==> config.mk <==
export PLATFORM = sky130hd
export DESIGN_NAME = priority_task_scheduler_semaphores
export DESIGN_NICKNAME = d
export VERILOG_FILES = /design/src/sv/pts_pkg.sv /design/src/sv/pts_datapath.sv /design/src/sv/pts_ctrl.sv /design/src/sv/priority_task_scheduler_semaphores.sv
export SDC_FILE = /design/constraint.sdc
export NUM_CORES = 2
export LEC_CHECK = 0
export BUFFER_PORTS_ARGS = -buffer_cell sky130_fd_sc_hd__buf_4
export CAP_MARGIN = 25
export CORE_MARGIN = 3
export CORE_UTILIZATION = 65
export CTS_CLUSTER_SIZE = 16
export DETAILED_ROUTE_END_ITERATION = 16
export PLACE_DENSITY_LB_ADDON = 0.1
export SETUP_SLACK_MARGIN = 0.05
export SYNTH_ARGS = -nofsm -noshare
export SYNTH_HDL_FRONTEND = slang
export SYNTH_SLANG_ARGS = --single-unit
export TNS_END_PERCENT = 100
==> constraint.sdc <==
create_clock -name clk -period 22.2 [get_ports clk]
set_input_delay 4.44 -clock clk [delete_from_list [all_inputs] [get_ports clk]]
set_output_delay 4.44 -clock clk [all_outputs]
set_load 0.01 [all_outputs]
==> src/sv/pts_pkg.sv <==
`default_nettype none
// ============================================================================
// pts_pkg: shared types and constants of the priority task scheduler
// Field widths, operation codes and the controller/datapath command bus.
// ============================================================================
package pts_pkg;

    localparam int unsigned NUM_TASKS_DEF = 16;
    localparam int unsigned NUM_SEMS_DEF  = 8;
    localparam int unsigned PRIO_BITS_DEF = 8;

    localparam int unsigned MODE_W    = 3;
    localparam int unsigned TID_W     = 4;
    localparam int unsigned PRIO_IN_W = 8;
    localparam int unsigned DLY_W     = 32;
    localparam int unsigned SEM_IN_W  = 3;
    localparam int unsigned CUR_W     = 4;

    localparam int unsigned S_TDATA_W = 48;
    localparam int unsigned S_TUSER_W = MODE_W;
    localparam int unsigned M_TDATA_W = 8;

    localparam logic [MODE_W-1:0] MODE_INSTALL    = 3'd0;
    localparam logic [MODE_W-1:0] MODE_TICK       = 3'd1;
    localparam logic [MODE_W-1:0] MODE_SCHEDULE   = 3'd2;
    localparam logic [MODE_W-1:0] MODE_DELAY      = 3'd3;
    localparam logic [MODE_W-1:0] MODE_PEND       = 3'd4;
    localparam logic [MODE_W-1:0] MODE_POST       = 3'd5;
    localparam logic [MODE_W-1:0] MODE_SEM_INIT   = 3'd6;
    localparam logic [MODE_W-1:0] MODE_MUTEX_INIT = 3'd7;

    // task table read port address source
    localparam logic [1:0] RD_T    = 2'd0;
    localparam logic [1:0] RD_SCAN = 2'd1;
    localparam logic [1:0] RD_HIT  = 2'd2;

    typedef struct packed {
        logic       load;
        logic [1:0] rd_sel;
        logic       t_load_hit;
        logic       tick_inc;
        logic       del_ready;
        logic       del_timed;
        logic       del_wait;
        logic       add_ready;
        logic       add_timed;
        logic       add_wait;
        logic       set_prio;
        logic       set_wake;
        logic       token_set;
        logic       token_clr;
        logic       sem_init;
        logic       scan_clr;
        logic       cnt_step;
        logic       best_step;
        logic       rank_clr;
        logic       rank_inc;
        logic       woke_set;
        logic       acq_set;
        logic       sched_done;
        logic       out_load;
    } cmd_t;

    typedef struct packed {
        logic [MODE_W-1:0] mode;
        logic              tid_ok;
        logic              sem_ok;
        logic              caller_ok;
        logic              token;
        logic              wait_nonempty;
        logic              hit_found;
        logic              wake_match;
        logic              rank_end;
        logic              scan_last;
        logic              dly_zero;
        logic              out_free;
    } status_t;

endpackage
`default_nettype wire

==> src/sv/pts_datapath.sv <==
`default_nettype none
// ============================================================================
// pts_datapath: task table, lists, semaphores and result register
// Executes one command word per cycle from the controller.
// ============================================================================
module pts_datapath #(
    parameter int unsigned NUM_TASKS = pts_pkg::NUM_TASKS_DEF,
    parameter int unsigned NUM_SEMS  = pts_pkg::NUM_SEMS_DEF,
    parameter int unsigned PRIO_BITS = pts_pkg::PRIO_BITS_DEF
) (
    input  wire logic                            clk,
    input  wire logic                            rst_n,
    input  wire logic [pts_pkg::MODE_W-1:0]      in_mode,
    input  wire logic [pts_pkg::TID_W-1:0]       in_tid,
    input  wire logic [pts_pkg::PRIO_IN_W-1:0]   in_prio,
    input  wire logic [pts_pkg::DLY_W-1:0]       in_dly,
    input  wire logic [pts_pkg::SEM_IN_W-1:0]    in_sem,
    input  wire pts_pkg::cmd_t                   cmd,
    output pts_pkg::status_t                     status,
    input  wire logic                            m_tready,
    output logic                                 m_tvalid,
    output logic [pts_pkg::M_TDATA_W-1:0]        m_tdata
);
    import pts_pkg::*;

    localparam int unsigned TW = $clog2(NUM_TASKS);
    localparam int unsigned LW = $clog2(NUM_TASKS + 1);
    localparam int unsigned SW = (NUM_SEMS > 1) ? $clog2(NUM_SEMS) : 1;

    // operation registers
    logic [MODE_W-1:0]    mode_reg;
    logic                 tid_ok_reg;
    logic                 sem_ok_reg;
    logic [SW-1:0]        sem_reg;
    logic [PRIO_BITS-1:0] prio_reg;
    logic [DLY_W-1:0]     dly_reg;
    logic [TW-1:0]        t_reg;

    // scheduler state
    logic [DLY_W-1:0]     tick_reg;
    logic [TW-1:0]        run_task_reg;
    logic                 run_valid_reg;
    logic [LW-1:0]        ready_len_reg, ready_len_next;
    logic [LW-1:0]        timed_len_reg, timed_len_next;

    logic [NUM_TASKS-1:0] in_ready_reg, in_ready_next;
    logic [NUM_TASKS-1:0] in_timed_reg, in_timed_next;
    logic [NUM_TASKS-1:0] in_wait_reg, in_wait_next;
    logic [TW-1:0]        ready_rank_reg [NUM_TASKS];
    logic [TW-1:0]        ready_rank_next [NUM_TASKS];
    logic [TW-1:0]        timed_rank_reg [NUM_TASKS];
    logic [TW-1:0]        timed_rank_next [NUM_TASKS];
    logic [TW-1:0]        wait_rank_reg [NUM_TASKS];
    logic [TW-1:0]        wait_rank_next [NUM_TASKS];
    logic [SW-1:0]        wait_sem_reg [NUM_TASKS];
    logic [SW-1:0]        wait_sem_next [NUM_TASKS];
    logic [PRIO_BITS-1:0] task_prio_reg [NUM_TASKS];
    logic [PRIO_BITS-1:0] task_prio_next [NUM_TASKS];
    logic [DLY_W-1:0]     wake_reg [NUM_TASKS];
    logic [DLY_W-1:0]     wake_next [NUM_TASKS];
    logic [NUM_SEMS-1:0]  token_reg, token_next;

    // scan and search registers
    logic [LW-1:0]        r_reg;
    logic [TW-1:0]        idx_reg;
    logic [TW-1:0]        cnt_reg;
    logic                 found_reg;
    logic [TW-1:0]        best_idx_reg;
    logic [PRIO_BITS-1:0] best_prio_reg;
    logic [TW-1:0]        best_rank_reg;

    // result register
    logic                 woke_reg;
    logic                 acq_reg;
    logic                 out_valid_reg;
    logic [M_TDATA_W-1:0] out_data_reg;

    // table read port
    logic [TW-1:0]        rd_addr;
    logic                 rd_in_ready, rd_in_timed, rd_in_wait;
    logic [TW-1:0]        rd_ready_rank, rd_timed_rank, rd_wait_rank;
    logic [SW-1:0]        rd_wait_sem;
    logic [PRIO_BITS-1:0] rd_prio;
    logic [DLY_W-1:0]     rd_wake;

    logic [NUM_TASKS-1:0] hit_vec;
    logic [NUM_TASKS-1:0] waiter_vec;
    logic                 hit_found;
    logic [TW-1:0]        hit_idx;
    logic                 best_take;

    always_comb
    begin
        hit_found = 1'b0;
        hit_idx   = '0;
        for (int i = 0; i < NUM_TASKS; i++)
        begin
            waiter_vec[i] = in_wait_reg[i] && (wait_sem_reg[i] == sem_reg);
            if (mode_reg == MODE_POST)
                hit_vec[i] = waiter_vec[i] && (wait_rank_reg[i] == '0);
            else
                hit_vec[i] = in_timed_reg[i] && (LW'(timed_rank_reg[i]) == r_reg);
            if (hit_vec[i] && !hit_found)
            begin
                hit_found = 1'b1;
                hit_idx   = TW'(i);
            end
        end
    end

    always_comb
    begin
        unique case (cmd.rd_sel)
            RD_SCAN: rd_addr = idx_reg;
            RD_HIT:  rd_addr = hit_idx;
            default: rd_addr = t_reg;
        endcase
    end

    assign rd_in_ready   = in_ready_reg[rd_addr];
    assign rd_in_timed   = in_timed_reg[rd_addr];
    assign rd_in_wait    = in_wait_reg[rd_addr];
    assign rd_ready_rank = ready_rank_reg[rd_addr];
    assign rd_timed_rank = timed_rank_reg[rd_addr];
    assign rd_wait_rank  = wait_rank_reg[rd_addr];
    assign rd_wait_sem   = wait_sem_reg[rd_addr];
    assign rd_prio       = task_prio_reg[rd_addr];
    assign rd_wake       = wake_reg[rd_addr];

    assign best_take = rd_in_ready && (!found_reg || (rd_prio > best_prio_reg) ||
                       ((rd_prio == best_prio_reg) && (rd_ready_rank > best_rank_reg)));

    // t_reg list edits, tokens, sem init; ranks above a removed one close the gap
    always_comb
    begin
        in_ready_next   = in_ready_reg;
        in_timed_next   = in_timed_reg;
        in_wait_next    = in_wait_reg;
        ready_rank_next = ready_rank_reg;
        timed_rank_next = timed_rank_reg;
        wait_rank_next  = wait_rank_reg;
        wait_sem_next   = wait_sem_reg;
        task_prio_next  = task_prio_reg;
        wake_next       = wake_reg;
        token_next      = token_reg;
        ready_len_next  = ready_len_reg;
        timed_len_next  = timed_len_reg;

        if (cmd.del_ready && rd_in_ready)
        begin
            for (int i = 0; i < NUM_TASKS; i++)
                if (in_ready_reg[i] && (ready_rank_reg[i] > rd_ready_rank))
                    ready_rank_next[i] = ready_rank_reg[i] - TW'(1);
            in_ready_next[t_reg]   = 1'b0;
            ready_rank_next[t_reg] = '0;
            ready_len_next         = ready_len_reg - LW'(1);
        end
        if (cmd.add_ready && !rd_in_ready)
        begin
            in_ready_next[t_reg]   = 1'b1;
            ready_rank_next[t_reg] = TW'(ready_len_reg);
            ready_len_next         = ready_len_reg + LW'(1);
        end

        if (cmd.del_timed && rd_in_timed)
        begin
            for (int i = 0; i < NUM_TASKS; i++)
                if (in_timed_reg[i] && (timed_rank_reg[i] > rd_timed_rank))
                    timed_rank_next[i] = timed_rank_reg[i] - TW'(1);
            in_timed_next[t_reg]   = 1'b0;
            timed_rank_next[t_reg] = '0;
            timed_len_next         = timed_len_reg - LW'(1);
        end
        if (cmd.add_timed && !rd_in_timed)
        begin
            in_timed_next[t_reg]   = 1'b1;
            timed_rank_next[t_reg] = TW'(timed_len_reg);
            timed_len_next         = timed_len_reg + LW'(1);
        end

        if (cmd.del_wait && rd_in_wait)
        begin
            for (int i = 0; i < NUM_TASKS; i++)
                if (in_wait_reg[i] && (wait_sem_reg[i] == rd_wait_sem) &&
                    (wait_rank_reg[i] > rd_wait_rank))
                    wait_rank_next[i] = wait_rank_reg[i] - TW'(1);
            in_wait_next[t_reg]   = 1'b0;
            wait_sem_next[t_reg]  = '0;
            wait_rank_next[t_reg] = '0;
        end
        if (cmd.add_wait && !rd_in_wait)
        begin
            in_wait_next[t_reg]   = 1'b1;
            wait_sem_next[t_reg]  = sem_reg;
            wait_rank_next[t_reg] = cnt_reg;
        end

        if (cmd.sem_init)
        begin
            token_next[sem_reg] = (mode_reg == MODE_MUTEX_INIT);
            for (int i = 0; i < NUM_TASKS; i++)
                if (waiter_vec[i])
                begin
                    in_wait_next[i]   = 1'b0;
                    wait_sem_next[i]  = '0;
                    wait_rank_next[i] = '0;
                end
        end
        if (cmd.token_set)
            token_next[sem_reg] = 1'b1;
        if (cmd.token_clr)
            token_next[sem_reg] = 1'b0;
        if (cmd.set_prio)
            task_prio_next[t_reg] = prio_reg;
        if (cmd.set_wake)
            wake_next[t_reg] = dly_reg + tick_reg;
    end

    always_ff @(posedge clk or negedge rst_n)
    begin
        if (!rst_n)
        begin
            mode_reg       <= MODE_INSTALL;
            tid_ok_reg     <= 1'b0;
            sem_ok_reg     <= 1'b0;
            sem_reg        <= '0;
            prio_reg       <= '0;
            dly_reg        <= '0;
            t_reg          <= '0;
            tick_reg       <= '0;
            run_task_reg   <= '0;
            run_valid_reg  <= 1'b0;
            ready_len_reg  <= '0;
            timed_len_reg  <= '0;
            in_ready_reg   <= '0;
            in_timed_reg   <= '0;
            in_wait_reg    <= '0;
            ready_rank_reg <= '{default: '0};
            timed_rank_reg <= '{default: '0};
            wait_rank_reg  <= '{default: '0};
            wait_sem_reg   <= '{default: '0};
            task_prio_reg  <= '{default: '0};
            wake_reg       <= '{default: '0};
            token_reg      <= '0;
            r_reg          <= '0;
            idx_reg        <= '0;
            cnt_reg        <= '0;
            found_reg      <= 1'b0;
            best_idx_reg   <= '0;
            best_prio_reg  <= '0;
            best_rank_reg  <= '0;
            woke_reg       <= 1'b0;
            acq_reg        <= 1'b0;
            out_valid_reg  <= 1'b0;
            out_data_reg   <= '0;
        end
        else
        begin
            ready_len_reg  <= ready_len_next;
            timed_len_reg  <= timed_len_next;
            in_ready_reg   <= in_ready_next;
            in_timed_reg   <= in_timed_next;
            in_wait_reg    <= in_wait_next;
            ready_rank_reg <= ready_rank_next;
            timed_rank_reg <= timed_rank_next;
            wait_rank_reg  <= wait_rank_next;
            wait_sem_reg   <= wait_sem_next;
            task_prio_reg  <= task_prio_next;
            wake_reg       <= wake_next;
            token_reg      <= token_next;

            if (cmd.load)
            begin
                mode_reg   <= in_mode;
                tid_ok_reg <= (32'(in_tid) < NUM_TASKS);
                sem_ok_reg <= (32'(in_sem) < NUM_SEMS);
                sem_reg    <= SW'(in_sem);
                prio_reg   <= PRIO_BITS'(in_prio);
                dly_reg    <= in_dly;
                t_reg      <= (in_mode == MODE_INSTALL) ? TW'(in_tid) : run_task_reg;
                woke_reg   <= 1'b0;
                acq_reg    <= 1'b0;
            end
            else if (cmd.t_load_hit)
                t_reg <= hit_idx;

            if (cmd.tick_inc)
                tick_reg <= tick_reg + DLY_W'(1);
            if (cmd.rank_clr)
                r_reg <= '0;
            else if (cmd.rank_inc)
                r_reg <= r_reg + LW'(1);
            if (cmd.woke_set)
                woke_reg <= 1'b1;
            if (cmd.acq_set)
                acq_reg <= 1'b1;

            if (cmd.scan_clr)
            begin
                idx_reg   <= '0;
                cnt_reg   <= '0;
                found_reg <= 1'b0;
            end
            else if (cmd.cnt_step || cmd.best_step)
            begin
                idx_reg <= idx_reg + TW'(1);
                if (cmd.cnt_step && rd_in_wait && (rd_wait_sem == sem_reg))
                    cnt_reg <= cnt_reg + TW'(1);
                if (cmd.best_step && best_take)
                begin
                    found_reg     <= 1'b1;
                    best_idx_reg  <= idx_reg;
                    best_prio_reg <= rd_prio;
                    best_rank_reg <= rd_ready_rank;
                end
            end

            if (cmd.sched_done)
            begin
                run_valid_reg <= found_reg;
                run_task_reg  <= found_reg ? best_idx_reg : '0;
            end

            if (cmd.out_load)
            begin
                out_valid_reg <= 1'b1;
                out_data_reg  <= {1'b0, acq_reg, woke_reg, run_valid_reg,
                                  CUR_W'(run_task_reg)};
            end
            else if (m_tready)
                out_valid_reg <= 1'b0;
        end
    end

    always_comb
    begin
        status.mode          = mode_reg;
        status.tid_ok        = tid_ok_reg;
        status.sem_ok        = sem_ok_reg;
        status.caller_ok     = run_valid_reg && rd_in_ready;
        status.token         = token_reg[sem_reg];
        status.wait_nonempty = |waiter_vec;
        status.hit_found     = hit_found;
        status.wake_match    = (rd_wake == tick_reg);
        status.rank_end      = (r_reg >= timed_len_reg);
        status.scan_last     = (idx_reg == TW'(NUM_TASKS - 1));
        status.dly_zero      = (dly_reg == '0);
        status.out_free      = !out_valid_reg || m_tready;
    end

    assign m_tvalid = out_valid_reg;
    assign m_tdata  = out_data_reg;

    a_ready_len: assert property (@(posedge clk) disable iff (!rst_n)
        $countones(in_ready_reg) == int'(ready_len_reg))
        else $error("ready length out of step with ready set");
    a_timed_len: assert property (@(posedge clk) disable iff (!rst_n)
        $countones(in_timed_reg) == int'(timed_len_reg))
        else $error("timed length out of step with timed set");
    a_ready_timed: assert property (@(posedge clk) disable iff (!rst_n)
        (in_ready_reg & in_timed_reg) == '0)
        else $error("task both ready and timed");
    a_ready_wait: assert property (@(posedge clk) disable iff (!rst_n)
        (in_ready_reg & in_wait_reg) == '0)
        else $error("task both ready and waiting");

endmodule
`default_nettype wire

==> src/sv/pts_ctrl.sv <==
`default_nettype none
// ============================================================================
// pts_ctrl: operation sequencer of the priority task scheduler
// Steps each request through list edits, scans and result hand-off.
// ============================================================================
module pts_ctrl (
    input  wire logic             clk,
    input  wire logic             rst_n,
    input  wire logic             s_tvalid,
    output logic                  s_tready,
    input  wire pts_pkg::status_t status,
    output pts_pkg::cmd_t         cmd
);
    import pts_pkg::*;

    localparam logic [4:0] S_IDLE       = 5'd0;
    localparam logic [4:0] S_DISPATCH   = 5'd1;
    localparam logic [4:0] S_INS_A      = 5'd2;
    localparam logic [4:0] S_INS_B      = 5'd3;
    localparam logic [4:0] S_TICK_LOOK  = 5'd4;
    localparam logic [4:0] S_TICK_MOVE  = 5'd5;
    localparam logic [4:0] S_DLY_A      = 5'd6;
    localparam logic [4:0] S_DLY_B      = 5'd7;
    localparam logic [4:0] S_PEND_A     = 5'd8;
    localparam logic [4:0] S_PEND_CNT   = 5'd9;
    localparam logic [4:0] S_PEND_B     = 5'd10;
    localparam logic [4:0] S_PEND_C     = 5'd11;
    localparam logic [4:0] S_POST_MOVE  = 5'd12;
    localparam logic [4:0] S_SCHED_INIT = 5'd13;
    localparam logic [4:0] S_SCHED_STEP = 5'd14;
    localparam logic [4:0] S_SCHED_DONE = 5'd15;
    localparam logic [4:0] S_FIN        = 5'd16;

    logic [4:0] state_reg, state_next;

    always_comb
    begin
        cmd        = '0;
        cmd.rd_sel = RD_T;
        s_tready   = 1'b0;
        state_next = state_reg;
        unique case (state_reg)
            S_IDLE:
            begin
                s_tready = 1'b1;
                if (s_tvalid)
                begin
                    cmd.load   = 1'b1;
                    state_next = S_DISPATCH;
                end
            end
            S_DISPATCH:
            begin
                cmd.rd_sel = (status.mode == MODE_POST) ? RD_HIT : RD_T;
                state_next = S_FIN;
                unique case (status.mode)
                    MODE_INSTALL:
                        if (status.tid_ok)
                            state_next = S_INS_A;
                    MODE_TICK:
                    begin
                        cmd.tick_inc = 1'b1;
                        cmd.rank_clr = 1'b1;
                        state_next   = S_TICK_LOOK;
                    end
                    MODE_SCHEDULE:
                        state_next = S_SCHED_INIT;
                    MODE_DELAY:
                        if (status.caller_ok)
                            state_next = S_DLY_A;
                    MODE_PEND:
                        if (status.sem_ok && status.caller_ok)
                        begin
                            if (status.token)
                            begin
                                cmd.token_clr = 1'b1;
                                cmd.acq_set   = 1'b1;
                            end
                            else
                                state_next = S_PEND_A;
                        end
                    MODE_POST:
                        if (status.sem_ok)
                        begin
                            if (!status.wait_nonempty)
                                cmd.token_set = 1'b1;
                            else if (status.hit_found)
                            begin
                                cmd.t_load_hit = 1'b1;
                                state_next     = S_POST_MOVE;
                            end
                            else
                                state_next = S_SCHED_INIT;
                        end
                    default:
                        if (status.sem_ok)
                            cmd.sem_init = 1'b1;
                endcase
            end
            S_INS_A:
            begin
                cmd.del_wait  = 1'b1;
                cmd.del_timed = 1'b1;
                cmd.del_ready = 1'b1;
                state_next    = S_INS_B;
            end
            S_INS_B:
            begin
                cmd.set_prio  = 1'b1;
                cmd.add_ready = 1'b1;
                state_next    = S_FIN;
            end
            S_TICK_LOOK:
            begin
                // walk timed order by rank; a woken task closes the gap
                cmd.rd_sel = RD_HIT;
                if (status.rank_end)
                    state_next = S_FIN;
                else if (status.hit_found && status.wake_match)
                begin
                    cmd.t_load_hit = 1'b1;
                    state_next     = S_TICK_MOVE;
                end
                else
                    cmd.rank_inc = 1'b1;
            end
            S_TICK_MOVE:
            begin
                cmd.del_timed = 1'b1;
                cmd.del_wait  = 1'b1;
                cmd.add_ready = 1'b1;
                cmd.woke_set  = 1'b1;
                state_next    = S_TICK_LOOK;
            end
            S_DLY_A:
            begin
                cmd.set_wake  = 1'b1;
                cmd.del_ready = 1'b1;
                cmd.del_timed = 1'b1;
                state_next    = S_DLY_B;
            end
            S_DLY_B:
            begin
                cmd.add_timed = 1'b1;
                state_next    = S_SCHED_INIT;
            end
            S_PEND_A:
            begin
                cmd.del_ready = 1'b1;
                cmd.del_wait  = 1'b1;
                cmd.scan_clr  = 1'b1;
                state_next    = S_PEND_CNT;
            end
            S_PEND_CNT:
            begin
                // count current waiters to get the tail rank
                cmd.rd_sel   = RD_SCAN;
                cmd.cnt_step = 1'b1;
                if (status.scan_last)
                    state_next = S_PEND_B;
            end
            S_PEND_B:
            begin
                cmd.add_wait = 1'b1;
                if (!status.dly_zero)
                begin
                    cmd.set_wake  = 1'b1;
                    cmd.del_timed = 1'b1;
                    state_next    = S_PEND_C;
                end
                else
                    state_next = S_SCHED_INIT;
            end
            S_PEND_C:
            begin
                cmd.add_timed = 1'b1;
                state_next    = S_SCHED_INIT;
            end
            S_POST_MOVE:
            begin
                cmd.del_wait  = 1'b1;
                cmd.del_timed = 1'b1;
                cmd.add_ready = 1'b1;
                state_next    = S_SCHED_INIT;
            end
            S_SCHED_INIT:
            begin
                cmd.scan_clr = 1'b1;
                state_next   = S_SCHED_STEP;
            end
            S_SCHED_STEP:
            begin
                cmd.rd_sel    = RD_SCAN;
                cmd.best_step = 1'b1;
                if (status.scan_last)
                    state_next = S_SCHED_DONE;
            end
            S_SCHED_DONE:
            begin
                cmd.sched_done = 1'b1;
                state_next     = S_FIN;
            end
            S_FIN:
            begin
                // hold until the result register is free
                if (status.out_free)
                begin
                    cmd.out_load = 1'b1;
                    state_next   = S_IDLE;
                end
            end
            default:
                state_next = S_IDLE;
        endcase
    end

    always_ff @(posedge clk or negedge rst_n)
    begin
        if (!rst_n)
            state_reg <= S_IDLE;
        else
            state_reg <= state_next;
    end

    a_load_idle: assert property (@(posedge clk) disable iff (!rst_n)
        cmd.load |=> state_reg == S_DISPATCH)
        else $error("request load did not advance to dispatch");
    a_out_free: assert property (@(posedge clk) disable iff (!rst_n)
        (state_reg == S_FIN && !status.out_free) |=> state_reg == S_FIN)
        else $error("left finish with result register busy");
    a_scan_end: assert property (@(posedge clk) disable iff (!rst_n)
        (state_reg == S_SCHED_STEP && status.scan_last) |=> state_reg == S_SCHED_DONE)
        else $error("schedule scan did not close");

endmodule
`default_nettype wire

==> src/sv/priority_task_scheduler_semaphores.sv <==
`default_nettype none
// ============================================================================
// priority_task_scheduler_semaphores: task scheduler with binary semaphores
// Priority ready order, timed wakeups and FIFO semaphore waits.
// ============================================================================
//
//  channel  | direction | tdata fields (low bit first)                  | tuser
//  ---------+-----------+-----------------------------------------------+------
//  s_*      | request   | task_id, priority_req, delay_ticks, sem_id    | mode
//  m_*      | result    | active_task, task_valid, woke_any, acquired   | -
//
//  One request at a time. Init and ignored requests pass from accept through
//  dispatch to the final step; install removes the task from every list, then
//  sets its priority and re-adds it as ready; a tick walks the timed list by
//  rank, with a move step per woken task; schedule, delay, blocking pend and
//  posts that wake a waiter add a scan over every entry of the task table (a
//  blocking pend also counts the waiters in a pass over the table).
//  Reset clears all lists, tokens and the tick count at once.
//  A new request is taken while the last result waits in m_*; a stalled
//  result only holds the sequencer at its final step.
//
module priority_task_scheduler_semaphores #(
    parameter int unsigned NUM_TASKS = pts_pkg::NUM_TASKS_DEF,
    parameter int unsigned NUM_SEMS  = pts_pkg::NUM_SEMS_DEF,
    parameter int unsigned PRIO_BITS = pts_pkg::PRIO_BITS_DEF
) (
    input  wire logic                            clk,
    input  wire logic                            rst_n,
    input  wire logic                            s_tvalid,
    output logic                                 s_tready,
    // task_id[3:0], priority_req[11:4], delay_ticks[43:12], sem_id[46:44]
    input  wire logic [pts_pkg::S_TDATA_W-1:0]   s_tdata,
    // mode[2:0]
    input  wire logic [pts_pkg::S_TUSER_W-1:0]   s_tuser,
    output logic                                 m_tvalid,
    input  wire logic                            m_tready,
    // active_task[3:0], task_valid[4], woke_any[5], acquired[6]
    output logic [pts_pkg::M_TDATA_W-1:0]        m_tdata
);
    import pts_pkg::*;

    localparam int unsigned PRIO_LSB = TID_W;
    localparam int unsigned DLY_LSB  = PRIO_LSB + PRIO_IN_W;
    localparam int unsigned SEM_LSB  = DLY_LSB + DLY_W;

    cmd_t    cmd;
    status_t status;

    // sequencer: one state per list edit or scan step
    pts_ctrl u_ctrl (
        .clk      (clk),
        .rst_n    (rst_n),
        .s_tvalid (s_tvalid),
        .s_tready (s_tready),
        .status   (status),
        .cmd      (cmd)
    );

    // task table, lists, tokens and the result register
    pts_datapath #(
        .NUM_TASKS (NUM_TASKS),
        .NUM_SEMS  (NUM_SEMS),
        .PRIO_BITS (PRIO_BITS)
    ) u_datapath (
        .clk      (clk),
        .rst_n    (rst_n),
        .in_mode  (s_tuser[MODE_W-1:0]),
        .in_tid   (s_tdata[TID_W-1:0]),
        .in_prio  (s_tdata[DLY_LSB-1:PRIO_LSB]),
        .in_dly   (s_tdata[SEM_LSB-1:DLY_LSB]),
        .in_sem   (s_tdata[SEM_LSB+SEM_IN_W-1:SEM_LSB]),
        .cmd      (cmd),
        .status   (status),
        .m_tready (m_tready),
        .m_tvalid (m_tvalid),
        .m_tdata  (m_tdata)
    );

endmodule
`default_nettype wire

* After elaboration in Yosys (flattened, before gate mapping)
Cells that the tools add are included.
W data, S select, Z words.
** Word-level totals
- Flip-flop bits (word level) :: 1079
- Output and inout port bits :: 10
- Word-level logic and storage cells :: 891
** Cells by class
- Add/sub/neg operators :: 57
- $lt $le $gt $ge :: 59
- Equality and inequality tests :: 81
- Mux-type cells :: 339
- Bitwise logic cells :: 19
- Reduce and logical (&&, ||, !) cells :: 213
** Operators by type and width (number)
- $mux W4 :: 136
- $bwmux W512 :: 1
- $mux W64 :: 7
- $gt A4 B4 Y1 :: 49
- $and A64 B64 Y64 :: 3
- $bwmux W64 :: 3
- $sub A4 B1 Y4 const B :: 48
- $logic_and A1 B1 Y1 :: 144
- $mux W48 :: 3
- $bmux W32 S4 :: 1
- $bwmux W128 :: 1
- $demux W32 S4 :: 1
- $mux W16 :: 7
- $mux W1 :: 101
- $eq A3 B3 Y1 :: 33
- $mux W32 :: 3
- $mux W5 :: 18
- $eq A4 B5 Y1 :: 16
- $mux W3 :: 25
- $pmux W5 S14 :: 1
- $logic_not A4 Y1 :: 16
- $not A64 Y64 :: 1
- $and A16 B16 Y16 :: 3
- $and A48 B48 Y48 :: 1
- other kinds (68) :: 146

* Longest topological paths before layout
- Depth in word-level cells :: 66
- Gate-level depth with buffers :: 40

* Modules after synthesis
A second synthesis with hierarchy kept.
** Unflattened totals
- Cells, all modules :: 7142
- Area total of the unflattened synthesis :: 64331.7 um^2
** By module, submodules not included
- pts_datapath :: times used 1, cells an instance 7009, area each 63424.6 um^2, sequential area each 26850.8 um^2
- pts_ctrl :: times used 1, cells an instance 133, area each 907.1 um^2, sequential area each 125.1 um^2

* Worst setup path after synthesis
No wires, ideal clock.
- Path kind :: register -> register
- Start point :: register u_datapath.mode_reg[1]
- End point :: register u_datapath.wait_rank_reg[39] (netlist name)
- Setup time :: 135 ps
- Arrival :: 7384 ps
- Slack :: 14681 ps
- Cell stages (with the launch flop) :: 31
- Buffers on the path :: 13
- Cell sequence :: dfrtp_1 buf_6 and3b_1 buf_4 clkbuf_1 a21oi_1 or4_1 ha_1 buf_1 o32ai_2 nor3_1 buf_2 buf_2 buf_2 buf_2 clkbuf_1 clkbuf_1 clkbuf_1 buf_1 nand2_1 a311oi_1 a311oi_1 a31oi_1 ha_1 nand4_1 o2111ai_1 or4_1 clkbuf_1 nor4_1 xnor2_1 o21ai_0
** RTL lines
- from (decl) :: line pts_datapath.sv:31 : logic [MODE_W-1:0] mode_reg;
- from (signal assigned) :: line pts_datapath.sv:274 : mode_reg <= in_mode;
- to (signal assigned) :: line pts_datapath.sv:266 : wait_rank_reg <= wait_rank_next;
- to (decl) :: line pts_datapath.sv:53 : logic [TW-1:0] wait_rank_reg [NUM_TASKS];

* Worst setup path after layout
- Start point :: register u_datapath.sem_reg[1]
- End point :: register u_datapath.best_prio_reg[1]
** Between the ends
- Cells in the longest elaborated chain, start to end :: 61
** RTL lines
- from (decl) :: line pts_datapath.sv:34 : logic [SW-1:0] sem_reg;
- from (signal assigned) :: line pts_datapath.sv:277 : sem_reg <= SW'(in_sem);
- $eq A3 B3 Y1 :: line pts_datapath.sv:98 : waiter_vec[i] = in_wait_reg[i] && (wait_sem_reg[i] == sem_reg);
- $logic_and A1 B1 Y1 :: line pts_datapath.sv:98
- $logic_and A1 B1 Y1 :: line pts_datapath.sv:100 : hit_vec[i] = waiter_vec[i] && (wait_rank_reg[i] == '0);
- $mux W1 :: line pts_datapath.sv:99 : if (mode_reg == MODE_POST)
- $mux W1 :: line pts_datapath.sv:103 : if (hit_vec[i] && !hit_found)
- $logic_not A1 Y1 :: line pts_datapath.sv:103
- $logic_and A1 B1 Y1 :: line pts_datapath.sv:103
- $mux W1 :: line pts_datapath.sv:103
- [... 45 more ...]
- $mux W8 (not written as such) (*) (2 in a row) :: line pts_datapath.sv:127 : assign rd_prio = task_prio_reg[rd_addr];
- net u_datapath.rd_prio[1] :: line pts_datapath.sv:83 : logic [PRIO_BITS-1:0] rd_prio;
- $gt A8 B8 Y1 or $eq A8 B8 Y1 (tied branches) :: line pts_datapath.sv:130, pts_datapath.sv:131
- $logic_or A1 B1 Y1 or $logic_and A1 B1 Y1 (tied branches) :: line pts_datapath.sv:130, pts_datapath.sv:131
- $logic_or A1 B1 Y1 :: line pts_datapath.sv:130 : assign best_take = rd_in_ready && (!found_reg || (rd_prio > best_prio_reg) ||
- $logic_and A1 B1 Y1 :: line pts_datapath.sv:130
- $logic_and A1 B1 Y1 :: line pts_datapath.sv:309 : if (cmd.best_step && best_take)
- $reduce_and A3 Y1 (no source line)
- to (signal assigned) :: line pts_datapath.sv:313 : best_prio_reg <= rd_prio;
- to (decl) :: line pts_datapath.sv:69 : logic [PRIO_BITS-1:0] best_prio_reg;
The timed path passes the listed nets; every way through them passes the cells marked *. The select of a mux whose other input is x is not followed.
A chain may end at the register's enable or synchronous reset.

==> flow_summary.yaml <==
logic_synthesis:
  async_reset_ff_frac: 1.00
  synth_edf_count: 0
  ys_top_cells_by_area: "dfrtp_1 43%, nand2_1 8.1%, ha_1 6.3%"
  synth_top_area_frac: 0.432
  yosys_warnings: 0
  synthCells: 6915
  ys_seq_elements: 1078
  synth_top_area_cell: "dfrtp_1"
  yosysSeqAreaShare: 0.432
  synth-main-ff-cell: "dfrtp_1"
  yosysUniqueCellTypes: 95
  avgSynthCellArea_um2: 9.02
  syn_area_mm2: 0.0624
  syn_nets: 7288
routing:
  routedWlPerCell_um: 24.3
  drt_iter0_drc: 6190
  drtAntennaViolNets: 0
  vias: 54000
  post_drt_via_cell_ratio: 6.63
  drt-total-wl_um: 198000
  drc_errors: 0
  dr.pass1.iters: 8
job:
  maxCapViolations: 0
hold_path:
  hp-start: "u_datapath.wake_reg[317]"
  whs_path_depth: 2
  hold_class: "register to register"
  whs_endpoint: "u_datapath.wake_reg[317]"
global_route:
  grt_pass1_vias: 51800
  grt.total_usage: 0.395
  grt_first_pass_wirelength_um: 304000
  grtUsageMet2: 0.606
  use_met1: 0.526
  top_usage_layer: "met2"
  grt_max_degree: 166
  globalRouteMet3Util: 0.0961
  grt-ovfl-total: 0
  antenna_found_initial: 3
setup_path:
  crit_type: "register to register"
  cpPeakStageDelay_ps: 670
  r2r_cells: 31
  end_kind: "register"
  cp_slowest_cell: "buf_4"
  cp.arrival_ps: 10260
  r2r_end: "u_datapath.best_prio_reg[1]"
  reg2reg_slack_ps: 12560
  required_ps: 22820
  cpMostUsedCell: "a21oi_1"
  start_kind: "register"
  path_max_fanout: 109
  r2r_start: "u_datapath.sem_reg[1]"
clocking:
  cts_tree: "done"
  cts_hold_buf: 0
  path_clk_slew_ps: 70
  insertion_delay_ps: 740
  cts-root-buf: "clkbuf_16"
  cts_buffers: 115
  cts.path.max_buffers: 3
  h-tree-depth: 3
  cts.sinks: 1078
  post-cts-setup-buffer-count: 0
  ctsResizeCount: 0
power_and_ir_drop:
  combPwrFrac: 0.476
  sw_frac_of_total: 0.438
  p_int_mw: 4.77
  power.density_mw_per_mm2: 125
  peakVddDrop_v: 0.0000908
  p_clk_frac: 0.234
  power_leakage_nw: 29.3
  pwr-share-seq: 0.290
  p_sw_mw: 3.71
cells_and_area:
  antennaDiodeCount: 0
  syn_to_final_growth_pct: 9.00
  layout_commonest_cell: "nand2_1"
  regArea_mm2: 0.0270
  design.final.nets: 7170
  largest_reg_flops: 512
  layout-drive-gt1-share: 0.104
  layout_common_cells: "1,326 x nand2_1, 1,075 x dfrtp_1, 782 x o21ai_0, 371 x nor2_1, 315 x ha_1"
  fillers: 7084
  multiInputGateArea_mm2: 0.0330
run_status:
  status: "finished, final reports clean"
floorplan:
  die_h_um: 316
  row_count: 112
  dieArea_mm2: 0.0997
  core_mm2: 0.0942
  io_pins: 65
  initial_core_util: 0.662
  die_x_um: 316
placed_design:
  io_buffers: 62
  gp_congestion: 0.951
  place.detailed.hpwl_um: 126000
sta:
  fin_crit_ps: 9640
  hold_slack_ps: 474
  setup_viol: 0
  grt_setup_unrepaired: "false"
  finalHoldViolCount: 0
  relSlewSlack: 0.231
  timing.fmax_mhz: 104
  setup_tns_ps: 0
  slew_violations: 0
  worstMarginPinSlew_ps: 1150
  fin_skew_ps: 54.6
  period_share: 0.434
logic make-up after synthesis:
| kind of cell | after synthesis | share of synthesized area |
|---|---|---|
| simple gates | 2458 | 0.173 |
| compound gates | 1593 | 0.157 |
| flops | 1078 | 0.432 |
| buf+inv | 648 | 0.0426 |
| mux | 454 | 0.0792 |
| xor+xnor | 365 | 0.0513 |
| fa+ha+maj | 318 | 0.0641 |
| other cells | 1 | 0.0000601 |
power groups by stage:
stage,Combinational (mW),Sequential [mW],Clock (mW)
6_report,4.04,2.46,1.99
5_1_grt,4.39,2.48,2.08
4_1_cts,3.94,2.45,2.00
3_5_place_dp,3.90,2.48,0
3_3_place_gp,3.77,2.47,0
2_1_floorplan,2.75,2.32,0
layer usage:
metal / share of wire / wire, µm
met3: 0.11 / 21100
met5: 0.00027 / 53
met4: 0.054 / 10700
met2: 0.45 / 88200
met1: 0.39 / 77800
synthesized netlist by cell type, types with 10 or more instances:
master and number:
a311oi_1 55, nand3_1 237, a2bb2oi_1 16, nor4_1 47, o21ai_0 782, xor2_1 74, inv_1 204, a21oi_1 215
nand4_1 92, o32a_1 10, and3_1 80, buf_2 53, a22oi_1 63, buf_4 21, a31oi_1 23, a32o_1 16
nor3_1 101, nand2_1 1344, ha_1 315, a21o_1 27, xnor2_1 291, dfrtp_1 1078, a211oi_1 15, o21a_1 24
clkbuf_1 329, nor2b_1 59, o211ai_1 75, a32oi_1 13, o31ai_1 16, mux2_2 225, mux2i_1 220, o221ai_1 20
o32ai_1 12, o22ai_1 77, buf_1 29, o2111ai_1 37, or4_1 19, nand2b_1 48, nor2_1 375, buf_6 11
critical path, delay by kind of cell, from the launching register on:
| kind | cells | cell delay (ps) |
|---|---|---|
| simple gates | 11 | 2710 |
| buf+inv | 4 | 2270 |
| xor+xnor | 1 | 170 |
| flops | 1 | 340 |
| compound gates | 13 | 2970 |
| fa+ha+maj | 1 | 320 |
| mux | 1 | 420 |
stage by stage:
stage                     instance area [µm²]  worst slack, ps  power (mW)  utilization  cells
after floorplan                         62400            14680        5.08            -   6915
after global placement                  63700            12610        6.24        0.677   7910
after detailed placement                63800            13020        6.38        0.678   7919
after CTS                               67700            12910        8.38        0.719   8130
after global routing                    68000            12360        8.96        0.722   8145
final                                   68000            12560        8.49        0.722   8145
cell type report:
type	instances	area share
inverters	205	0.0113
multi-input cells	5189	0.485
repair buffers	208	0.0265
flip-flops and latches	1078	0.397
clock buffers	176	0.0515
well taps	1254	0.0231
clock inverters	35	0.00611
how the worst max path moves through the flow:
stage	start	end	slack, ps	depth (start not counted)
2_1_floorplan	u_datapath.mode_reg[1]	u_datapath.wait_rank_reg[39]	14680	30
3_3_place_gp	u_datapath.sem_reg[1]	u_datapath.best_prio_reg[3]	12610	31
3_5_place_dp	u_datapath.sem_reg[1]	u_datapath.best_prio_reg[1]	13020	31
4_1_cts	u_datapath.sem_reg[1]	u_datapath.best_prio_reg[1]	12910	31
5_1_grt	u_datapath.sem_reg[1]	u_datapath.best_prio_reg[1]	12360	31
6_report	u_datapath.sem_reg[1]	u_datapath.best_prio_reg[1]	12560	31
No activity file was read; power rests on OpenSTA's default activity.
